$ cat src/hdl/btff_pkg.sv
// Shared constants, types and helpers for the boundary-tag first-fit allocator.
`timescale 1ns / 1ps
package btff_pkg;

    localparam int MAX_HEAP_BYTES = 4096;
    localparam int TAG_BYTES      = 4;
    localparam int ADDR_W         = $clog2(MAX_HEAP_BYTES);
    localparam int LEN_W          = $clog2(MAX_HEAP_BYTES + 1);
    localparam int TAG_W          = 17;
    localparam int SIZE_W         = 16;
    localparam int H_W            = 18;
    localparam int WA_W           = 20;
    localparam int MIN_HEAP_BYTES = 16;
    localparam int MIN_BLOCK      = 2 * TAG_BYTES;
    localparam int CFG_LEN_W      = 13;

    typedef enum logic [1:0] {
        OP_ALLOC  = 2'd0,
        OP_FREE   = 2'd1,
        OP_FORMAT = 2'd2,
        OP_NONE   = 2'd3
    } op_code_t;

    typedef enum logic [0:0] {
        REG_BASE_ADDRESS = 1'b0,
        REG_HEAP_BYTES   = 1'b1
    } reg_index_t;

    typedef enum logic [4:0] {
        DP_IDLE,
        DP_LATCH,
        DP_CLR,
        DP_FMT_LATCH,
        DP_FW0,
        DP_FW1,
        DP_FW2,
        DP_RD_H,
        DP_WALK_A,
        DP_AW0,
        DP_AW1,
        DP_AW2,
        DP_AW3,
        DP_WALK_F,
        DP_RD_PREV,
        DP_TAKE_PREV,
        DP_RD_NEXT,
        DP_TAKE_NEXT,
        DP_FM0,
        DP_FM1
    } dp_op_t;

    typedef enum logic [1:0] {
        RES_NONE,
        RES_OK,
        RES_FAIL,
        RES_EMPTY
    } res_t;

    typedef struct packed {
        dp_op_t op;
        res_t   res;
    } cmd_t;

    typedef struct packed {
        logic     clr_done;
        logic     walk_stop;
        logic     req_zero;
        op_code_t op;
        logic     undersize;
        logic     fit;
        logic     split;
        logic     hit;
        logic     past;
        logic     tag_alloc;
        logic     h_zero;
        logic     out_busy;
    } status_t;

    function automatic logic [TAG_W-1:0] pack_tag(input logic [SIZE_W-1:0] size,
                                                  input logic alloc);
        return {alloc, size};
    endfunction

endpackage

$ cat src/hdl/btff_ctrl.sv
// Allocator controller: sequences clear, format, allocate walk and free merge.
`timescale 1ns / 1ps
module btff_ctrl import btff_pkg::*; (
    input  logic    aclk,
    input  logic    aresetn,
    input  logic    in_valid,
    output logic    in_ready,
    input  status_t st,
    output cmd_t    cmd
);

    typedef enum logic [20:0] {
        S_CLR   = 21'h000001,
        S_FL    = 21'h000002,
        S_FW0   = 21'h000004,
        S_FW1   = 21'h000008,
        S_FW2   = 21'h000010,
        S_IDLE  = 21'h000020,
        S_DISP  = 21'h000040,
        S_ARD   = 21'h000080,
        S_ACHK  = 21'h000100,
        S_AW0   = 21'h000200,
        S_AW1   = 21'h000400,
        S_AW2   = 21'h000800,
        S_AW3   = 21'h001000,
        S_FRD   = 21'h002000,
        S_FCHK  = 21'h004000,
        S_FPRD  = 21'h008000,
        S_FPCHK = 21'h010000,
        S_FNRD  = 21'h020000,
        S_FNCHK = 21'h040000,
        S_FM0   = 21'h080000,
        S_FM1   = 21'h100000
    } state_t;

    state_t state_reg, state_next;
    logic   fmt_res_reg, fmt_res_next;

    assign in_ready = (state_reg == S_IDLE) && !st.out_busy;

    always_comb begin
        state_next   = state_reg;
        fmt_res_next = fmt_res_reg;
        cmd.op       = DP_IDLE;
        cmd.res      = RES_NONE;
        unique case (state_reg)
            S_CLR: begin
                cmd.op = DP_CLR;
                if (st.clr_done) state_next = S_FL;
            end
            S_FL: begin
                cmd.op     = DP_FMT_LATCH;
                state_next = S_FW0;
            end
            S_FW0: begin
                cmd.op     = DP_FW0;
                state_next = S_FW1;
            end
            S_FW1: begin
                cmd.op     = DP_FW1;
                state_next = S_FW2;
            end
            S_FW2: begin
                cmd.op     = DP_FW2;
                cmd.res    = fmt_res_reg ? RES_EMPTY : RES_NONE;
                state_next = S_IDLE;
            end
            S_IDLE: begin
                if (in_valid && in_ready) begin
                    cmd.op     = DP_LATCH;
                    state_next = S_DISP;
                end
            end
            S_DISP: begin
                unique case (st.op)
                    OP_ALLOC: begin
                        if (st.req_zero) begin
                            cmd.res    = RES_FAIL;
                            state_next = S_IDLE;
                        end else begin
                            state_next = S_ARD;
                        end
                    end
                    OP_FREE: state_next = S_FRD;
                    OP_FORMAT: begin
                        fmt_res_next = 1'b1;
                        state_next   = S_FL;
                    end
                    default: begin
                        cmd.res    = RES_EMPTY;
                        state_next = S_IDLE;
                    end
                endcase
            end
            S_ARD: begin
                cmd.op = DP_RD_H;
                if (st.walk_stop) begin
                    cmd.res    = RES_FAIL;
                    state_next = S_IDLE;
                end else begin
                    state_next = S_ACHK;
                end
            end
            S_ACHK: begin
                cmd.op = DP_WALK_A;
                if (st.undersize) begin
                    cmd.res    = RES_FAIL;
                    state_next = S_IDLE;
                end else if (st.fit) begin
                    state_next = S_AW0;
                end else begin
                    state_next = S_ARD;
                end
            end
            S_AW0: begin
                cmd.op     = DP_AW0;
                state_next = S_AW1;
            end
            S_AW1: begin
                cmd.op = DP_AW1;
                if (st.split) begin
                    state_next = S_AW2;
                end else begin
                    cmd.res    = RES_OK;
                    state_next = S_IDLE;
                end
            end
            S_AW2: begin
                cmd.op     = DP_AW2;
                state_next = S_AW3;
            end
            S_AW3: begin
                cmd.op     = DP_AW3;
                cmd.res    = RES_OK;
                state_next = S_IDLE;
            end
            S_FRD: begin
                cmd.op = DP_RD_H;
                if (st.walk_stop) begin
                    cmd.res    = RES_EMPTY;
                    state_next = S_IDLE;
                end else begin
                    state_next = S_FCHK;
                end
            end
            S_FCHK: begin
                cmd.op = DP_WALK_F;
                // drop the free on a bad address or an already free block
                if (st.undersize || st.past || (st.hit && !st.tag_alloc)) begin
                    cmd.res    = RES_EMPTY;
                    state_next = S_IDLE;
                end else if (st.hit) begin
                    state_next = st.h_zero ? S_FNRD : S_FPRD;
                end else begin
                    state_next = S_FRD;
                end
            end
            S_FPRD: begin
                cmd.op     = DP_RD_PREV;
                state_next = S_FPCHK;
            end
            S_FPCHK: begin
                cmd.op     = DP_TAKE_PREV;
                state_next = S_FNRD;
            end
            S_FNRD: begin
                cmd.op     = DP_RD_NEXT;
                state_next = S_FNCHK;
            end
            S_FNCHK: begin
                cmd.op     = DP_TAKE_NEXT;
                state_next = S_FM0;
            end
            S_FM0: begin
                cmd.op     = DP_FM0;
                state_next = S_FM1;
            end
            S_FM1: begin
                cmd.op     = DP_FM1;
                cmd.res    = RES_EMPTY;
                state_next = S_IDLE;
            end
            default: state_next = S_CLR;
        endcase
    end

    always_ff @(posedge aclk) begin
        if (!aresetn) begin
            state_reg   <= S_CLR;
            fmt_res_reg <= 1'b0;
        end else begin
            state_reg   <= state_next;
            fmt_res_reg <= fmt_res_next;
        end
    end

endmodule

$ cat config.mk
export PLATFORM = sky130hd
export DESIGN_NAME = btff_ctrl
export DESIGN_NICKNAME = d
export VERILOG_FILES = /design/src/hdl/btff_pkg.sv /design/src/hdl/btff_ctrl.sv
export SDC_FILE = /design/constraint.sdc
export NUM_CORES = 1
export LEC_CHECK = 0
export CORE_AREA = 2 2 52 54
export CTS_CLUSTER_SIZE = 40
export DETAILED_ROUTE_END_ITERATION = 8
export DIE_AREA = 0 0 54 56
export DONT_BUFFER_PORTS = 1
export GPL_TIMING_DRIVEN = 0
export PLACE_DENSITY_LB_ADDON = 0.12
export SLEW_MARGIN = 15
export SYNTH_ARGS = -nofsm -noshare
export SYNTH_HDL_FRONTEND = slang
export SYNTH_SLANG_ARGS = --single-unit
$ cat constraint.sdc
create_clock -name aclk -period 4.26 [get_ports aclk]
set_clock_uncertainty 0.1 [all_clocks]
set_input_delay 0.852 -clock aclk [delete_from_list [all_inputs] [get_ports aclk]]
set_output_delay 0.852 -clock aclk [all_outputs]
set_load 0.02 [all_outputs]
# ---- After elaboration in Yosys (flattened, before gate mapping)
# Index checks and enable logic that the tools add are counted.
dict set report classes {
  eq_ne 25
  n_mux 24
  reduce_logical 13
}
# cell n
set ops {}
lappend ops {{case mux 21 bit (19 select lines)} 1}
lappend ops {{case mux 5 bit (19 select lines)} 1}
lappend ops {{2-to-1 mux 21 bit} 4}
lappend ops {{case mux 21 bit (3 select lines)} 1}
lappend ops {{2-to-1 mux 18 bit} 2}
lappend ops {{== test 21 x 1 -> 1 bit, second input constant} 1}
lappend ops {{== test 21 x 10 -> 1 bit, second input constant} 1}
lappend ops {{== test 21 x 11 -> 1 bit, second input constant} 1}
lappend ops {{== test 21 x 12 -> 1 bit, second input constant} 1}
lappend ops {{== test 21 x 13 -> 1 bit, second input constant} 1}
lappend ops {{== test 21 x 14 -> 1 bit, second input constant} 1}
lappend ops {{== test 21 x 15 -> 1 bit, second input constant} 1}
lappend ops {{== test 21 x 16 -> 1 bit, second input constant} 1}
lappend ops {{== test 21 x 17 -> 1 bit, second input constant} 1}
lappend ops {{== test 21 x 18 -> 1 bit, second input constant} 1}
lappend ops {{== test 21 x 19 -> 1 bit, second input constant} 1}
lappend ops {{== test 21 x 2 -> 1 bit, second input constant} 1}
lappend ops {{== test 21 x 20 -> 1 bit, second input constant} 1}
lappend ops {{== test 21 bit, second input constant} 1}
lappend ops {{== test 21 x 3 -> 1 bit, second input constant} 1}
lappend ops {{== test 21 x 4 -> 1 bit, second input constant} 1}
lappend ops {{== test 21 x 5 -> 1 bit, second input constant} 1}
lappend ops {{== test 21 x 6 -> 1 bit, second input constant} 1}
lappend ops {{== test 21 x 7 -> 1 bit, second input constant} 1}
lappend ops {{22 further kinds} 34}
dict set report totals {
  ff_bits 22
  inputBits 16
  out_inout_bits 8
  elab_cells 64
}

# ---- Logic depth before layout (Yosys ltp)
# Gate-level depths: netlist of the first run.
dict set report depth {
  ltp_word 5
  ltp_mapped 8
  ltp_nobuf 6
}

# ---- Worst setup path after synthesis of the first run
# Ideal clock, no wire load.
dict set report synth_timing {
  path_type {reg-to-output}
  startpoint {register state_reg[8]}
  endpoint {output port cmd[0] in the netlist's numbering}
  arrival_time_ns 2.511
  required_time_ns 3.308
  setup_slack_ns 0.797
  path_stages_with_launch 8
  n_path_buf 1
  path_cell_list {dfxtp_1 > or4_1 > buf_2 > or4_4 > or4_4 > o221ai_1 > a21oi_1 > o21ai_0}
}
# item line
set synth_rtl {}
lappend synth_rtl {{from (decl)} btff_ctrl.sv:36} ;# state_t state_reg, state_next;
lappend synth_rtl {{from (signal assigned)} btff_ctrl.sv:192} ;# state_reg <= state_next;
lappend synth_rtl {{to (decl)} btff_ctrl.sv:9} ;# output cmd_t cmd

==> impl_metrics.toml, run 1 <==
[worst_setup_path]
critPathArrivalTime_ps = 3180
critPathCaptureType = "primary output"
crit_fanout = 10
required_ps = 3310
critPathLaunchType = "register"
crit_type = "reg -> out"

[floorplanning]
initial_core_util = 0.599
fp-row-count = 18
die_area_um2 = 3020
num_io_pins = 24
die_h_um = 56
coreArea_um2 = 2430
die_width_um = 54

[logic_synthesis]
synth_ff_type = "dfxtp_1"
yosys.area_share.xor_xnor = 0.0361
netlist_area_um2 = 1460
ys_types = 44
yosys.area_share.simple = 0.466
synthArstFlopShare = 0
synth.net_count = 210
seq_area_frac_synth = 0.302
ys_warn_count = 0
syn_area_per_cell_um2 = 7.51
syn-instance-count = 194
synth.area.mux_share = 0
synth-seq-cells = 22
synth_top_family_by_area = "simple AND/OR/NAND/NOR gates"
synth-edff-count = 0
synthAdderAreaFrac = 0
synth-compound-area-share = 0.150

[grt]
grt_overflow_total = 0
grt_max_degree = 14
grt_antenna_before_repair = 0
grt_pass1_vias = 1399
grt_pass1_wl_mm = 6.53
track_usage = 0.289

[placement]
placed_cells = 224
dp.final_hpwl_mm = 3.18
gp_congestion = 0.896
port_buffers = 0

[pwr]
p_per_area_nw_per_um2 = 303
ir_drop_uv = 293
leakagePower_uw = 0.000572

[routing]
dr.pass1.iters = 5
wl_per_cell_um = 18.1
wl_mm = 4.13
drc = 0
via_per_inst = 6.82
ant_nets = 0
num_vias = 1555
drt_iter0_markers = 93

[min_path]
hp-class = "reg -> reg"

[cells_and_area]
largest_reg_flops = 21
instances_no_fill = 228
final_cell_mix = "nor2_1 (22), dfxtp_1 (22), nand2_1 (12), nor4_1 (12), nand2b_1 (11)"
drive_gt1_frac = 0.0808
nNetsFinal = 215
syn_to_final_growth_pct = 6.62
antenna_cells = 0

[sta]
slew_violations = 0
tns_ps = 0
tightest_slew_ps = 681
hold_ws_ps = 364
rsz0062_at_grt = "false"
finalCriticalPeriod_ps = 4140
max_freq_mhz = 242
relSlewSlack = 0.542
post-route-period-util = 0.971
setup_viol = 0
finalHoldViolations = 0

[clock_tree]
cts_max_path_buffers = 2
htree_levels = 1
clock_latency_ps = 320
clock-sinks = 22
numCtsBuffers = 3
cts_tree = "yes"
clkSlewWorstSetupHoldPaths_ps = 140
cts_root_buf = "clkbuf_4"
cts_hold_buf = 0

[flow_run]
maxCapViolCount = 0

[outcome]
status = "finished clean"
path summary, 6_finish.rpt:
check	from	endpoint	slack, ps	cells past startpoint
worst max-delay path	state_reg[12]$_SDFFE_PN0P_	cmd[2]	120	8
worst min-delay path	fmt_res_reg$_SDFFE_PN0P_	fmt_res_reg$_SDFFE_PN0P_	360	2
worst max register to register	state_reg[4]$_SDFFE_PN0P_	state_reg[0]$_SDFFE_PN1P_	1250	8
worst min register to register	fmt_res_reg$_SDFFE_PN0P_	fmt_res_reg$_SDFFE_PN0P_	360	2
stage by stage:
step	util	worst slack (ps)	power (µW)	area, µm²
6_report	0.638	123	470	1550
2_1_floorplan	-	797	285	1460
5_1_grt	0.638	29.6	485	1550
4_1_cts	0.636	190	466	1550
3_3_place_gp	0.614	558	302	1490
3_5_place_dp	0.614	560	303	1490
critical path, cell delays in order, from the launching register on:
cell and delay, ps:
dfxtp_1 330, clkbuf_1 380, or4_1 190, clkbuf_1 310, nor2_1 170, and3_1 210
a311oi_1 340, o221ai_1 240, or4_1 690
final cells by class:
type / instances / area, µm²
plain buffers: 9 / 36.3
clock buffers: 3 / 22.5
clock inverters: 1 / 30.0
fillers: 229 / 880
inverters: 8 / 30.0
multi-input cells: 155 / 956
flip-flops and latches: 22 / 440
well taps: 30 / 37.5
power by group:
part | internal (µW) | switching (µW)
clock network | 95.2 | 73.1
logic | 29.8 | 58.7
registers | 210 | 3.52
total | 335 | 135
Yosys cell counts (all sizes together), types with 3 or more instances:
library cell | number | area, µm²
nand4 | 4 | 25.0
nand2b | 11 | 68.8
nor4 | 13 | 81.3
nor2 | 22 | 82.6
or2 | 4 | 25.0
clkbuf | 7 | 26.3
and2 | 3 | 18.8
and3 | 5 | 31.3
nand3 | 5 | 25.0
a21oi | 8 | 40.0
nor4b | 3 | 26.3
dfxtp | 22 | 440
xnor2 | 5 | 43.8
or4 | 8 | 67.6
nand3b | 4 | 30.0
nand2 | 12 | 45.0
o21ai | 8 | 40.0
or3 | 5 | 36.3
inv | 7 | 26.3
nor3 | 9 | 45.0
per-layer routing:
metal / wire length [µm] / global-route usage
met1: 1760 / 0.404
met2: 1900 / 0.449
met3: 395 / 0.0457
met5: 0 / 0
met4: 68 / 0.0821
cell families (layout without fill, tap and decap cells):
group	count (synthesis)	count (layout)
compound gates	33	33
simple gates	116	116
flops	22	22
buf+inv	17	21
xor+xnor	6	6
timing repair:
item                                    in CTS  in global routing
endpoints found under the setup margin       0                  1
resized for setup                            0                  1
buffers inserted                             0                  0
Power figures use the tool's default switching activity.
==> run 2, diff against run 1 <==
- ABC_AREA: not set -> 1
- CORE_AREA: 2 2 52 54 -> 2 2 55 57
- DIE_AREA: 0 0 54 56 -> 0 0 57 59
- REMOVE_ABC_BUFFERS: not set -> 1
==> impl_metrics.toml, run 2 <==
[logic_synthesis]
synth-seq-cells = 22
yosys.area.top_type = "dfxtp_1"
netlist_area_um2 = 1660
ys_warn_count = 0
synthArstFlopShare = 0
seq_area_frac_synth = 0.266
synth_common_cells = "nor2_1 (48), nand2_1 (34), inv_1 (31), nand3_1 (30), dfxtp_1 (22)"
syn_area_per_cell_um2 = 6.73
yosysMostFrequentCell = "nor2_1"
ys_types = 29
synth-edff-count = 0
synthTopCellsByArea = "dfxtp_1 (27%), nor2_1 (11%), nand3_1 (9.1%)"
syn-instance-count = 246
synth_ff_type = "dfxtp_1"
synth_top_area_share = 0.266

[floorplanning]
fp-row-count = 19
coreArea_um2 = 2710
initial_core_util = 0.611
die_h_um = 59
die_width_um = 57
die_area_um2 = 3360
num_io_pins = 24

[grt]
grt_max_degree = 20
track_usage = 0.234
grt_overflow_total = 0
grt_pass1_wl_mm = 6.09
grt_pass1_vias = 1407
grt_antenna_before_repair = 0

[sta]
finalHoldViolations = 0
tightest_slew_ps = 585
tns_ps = 0
rsz0062_at_grt = "false"
post-route-period-util = 0.739
max_freq_mhz = 318
relSlewSlack = 0.608
setup_viol = 0
slew_violations = 0
finalCriticalPeriod_ps = 3150

[clock_tree]
htree_levels = 1
cts_setup_buffers = 0
cts_resized = 0
cts_max_path_buffers = 2
numCtsBuffers = 3
cts_tree = "yes"
cts_root_buf = "clkbuf_4"
cts_hold_buf = 0
clkSlewWorstSetupHoldPaths_ps = 120
clock-sinks = 22
clock_latency_ps = 320

[routing]
highest-signal-layer = "met4"
ant_nets = 0
wl_mm = 3.66
detail_route.wirelength.met1_mm = 1.66
num_vias = 1546
wl_met3_um = 206
wl_met2_mm = 1.74
wl_per_cell_um = 13.1
drc = 0
dr.pass1.iters = 4
drt_iter0_markers = 62
via_per_inst = 5.54

[worst_setup_path]
r2r_slack_ps = 2370
rr_endpoint = "state_reg[6]$_SDFFE_PN0P_"
r2r_cells = 9
crit_fanout = 8
critPathCaptureType = "primary output"
crit_type = "reg -> out"
critPathArrivalTime_ps = 2200
r2r_start = "state_reg[8]$_SDFFE_PN0P_"
critPathLaunchType = "register"
required_ps = 3310

[placement]
port_buffers = 0
dp.final_hpwl_mm = 2.96
gp_congestion = 0.853

[pwr]
p_per_area_nw_per_um2 = 278
ir_drop_uv = 222
leakagePower_uw = 0.000830

[min_path]
min_delay_path_depth = 2
hp-class = "reg -> reg"
min_from = "fmt_res_reg$_SDFFE_PN0P_"
hold_path_end = "fmt_res_reg$_SDFFE_PN0P_"

[cells_and_area]
drive_gt1_frac = 0.202
syn_to_final_growth_pct = 3.47
final_common_cell = "nor2_1"
final_cell_mix = "nor2_1 (48), nand2_1 (34), inv_1 (31)"
post-route-util = 0.633
largest_reg_flops = 21
antenna_cells = 0
nNetsFinal = 266

[flow_run]
maxCapViolCount = 0

[outcome]
status = "finished clean"
run 2: area by class of cell:
type | count | area, µm²
multi-input combinational | 186 | 1070
sequential | 22 | 440
inverter | 37 | 139
clock buffer | 3 | 22.5
tap | 31 | 38.8
fill | 278 | 996
run 2: routing by layer:
metal,GRT usage,vias up
met5,0,-
met4,0.0831,0
met3,0.0328,7
met2,0.401,37
met1,0.302,702
li1,-,800
run 2: critical path, stage by stage, from the launching register on:
cell	delay (ps)
dfxtp_1	350
nor2_2	200
nand2_4	120
inv_2	100
nand2_4	60
nor2_8	150
nand2_2	90
nor2_1	350
nand2_1	180
nand4_1	270
run 2: cell families after synthesis:
group | synth area share
flip-flops | 0.266
buffers and inverters | 0.0861
AND/OR/NAND/NOR | 0.603
AO/OA/AOI/OAI | 0.0446
run 2: worst max path at each step:
stage          cells after the start                       start  slack [ps]      to
2_1_floorplan                      7                       st[4]        1640  cmd[0]
3_3_place_gp                       9  state_reg[14]$_SDFFE_PN0P_        1520  cmd[2]
3_5_place_dp                       9   state_reg[8]$_SDFFE_PN0P_        1490  cmd[2]
4_1_cts                            9   state_reg[8]$_SDFFE_PN0P_        1130  cmd[2]
5_1_grt                            9  state_reg[11]$_SDFFE_PN0P_        1010  cmd[2]
6_report                           9   state_reg[8]$_SDFFE_PN0P_        1110  cmd[2]
run 2: per-stage QoR:
step / std cells / hold WS (ps) / setup slack (ps) / instance area [µm²] / total power (µW)
floorplan: 245 / 331 / 1640 / 1650 / 359
global placement: 276 / 340 / 1520 / 1690 / 381
detailed placement: 276 / 342 / 1490 / 1690 / 383
CTS: 279 / 360 / 1130 / 1710 / 477
global route: 279 / 405 / 1010 / 1710 / 500
finish: 279 / 359 / 1110 / 1710 / 476
run 2: where the power goes:
group	total, µW	internal [µW]	switching [µW]
registers	220	213	6.63
clock network	97.2	33.2	64.0
logic	159	50.4	109
total	476	297	179
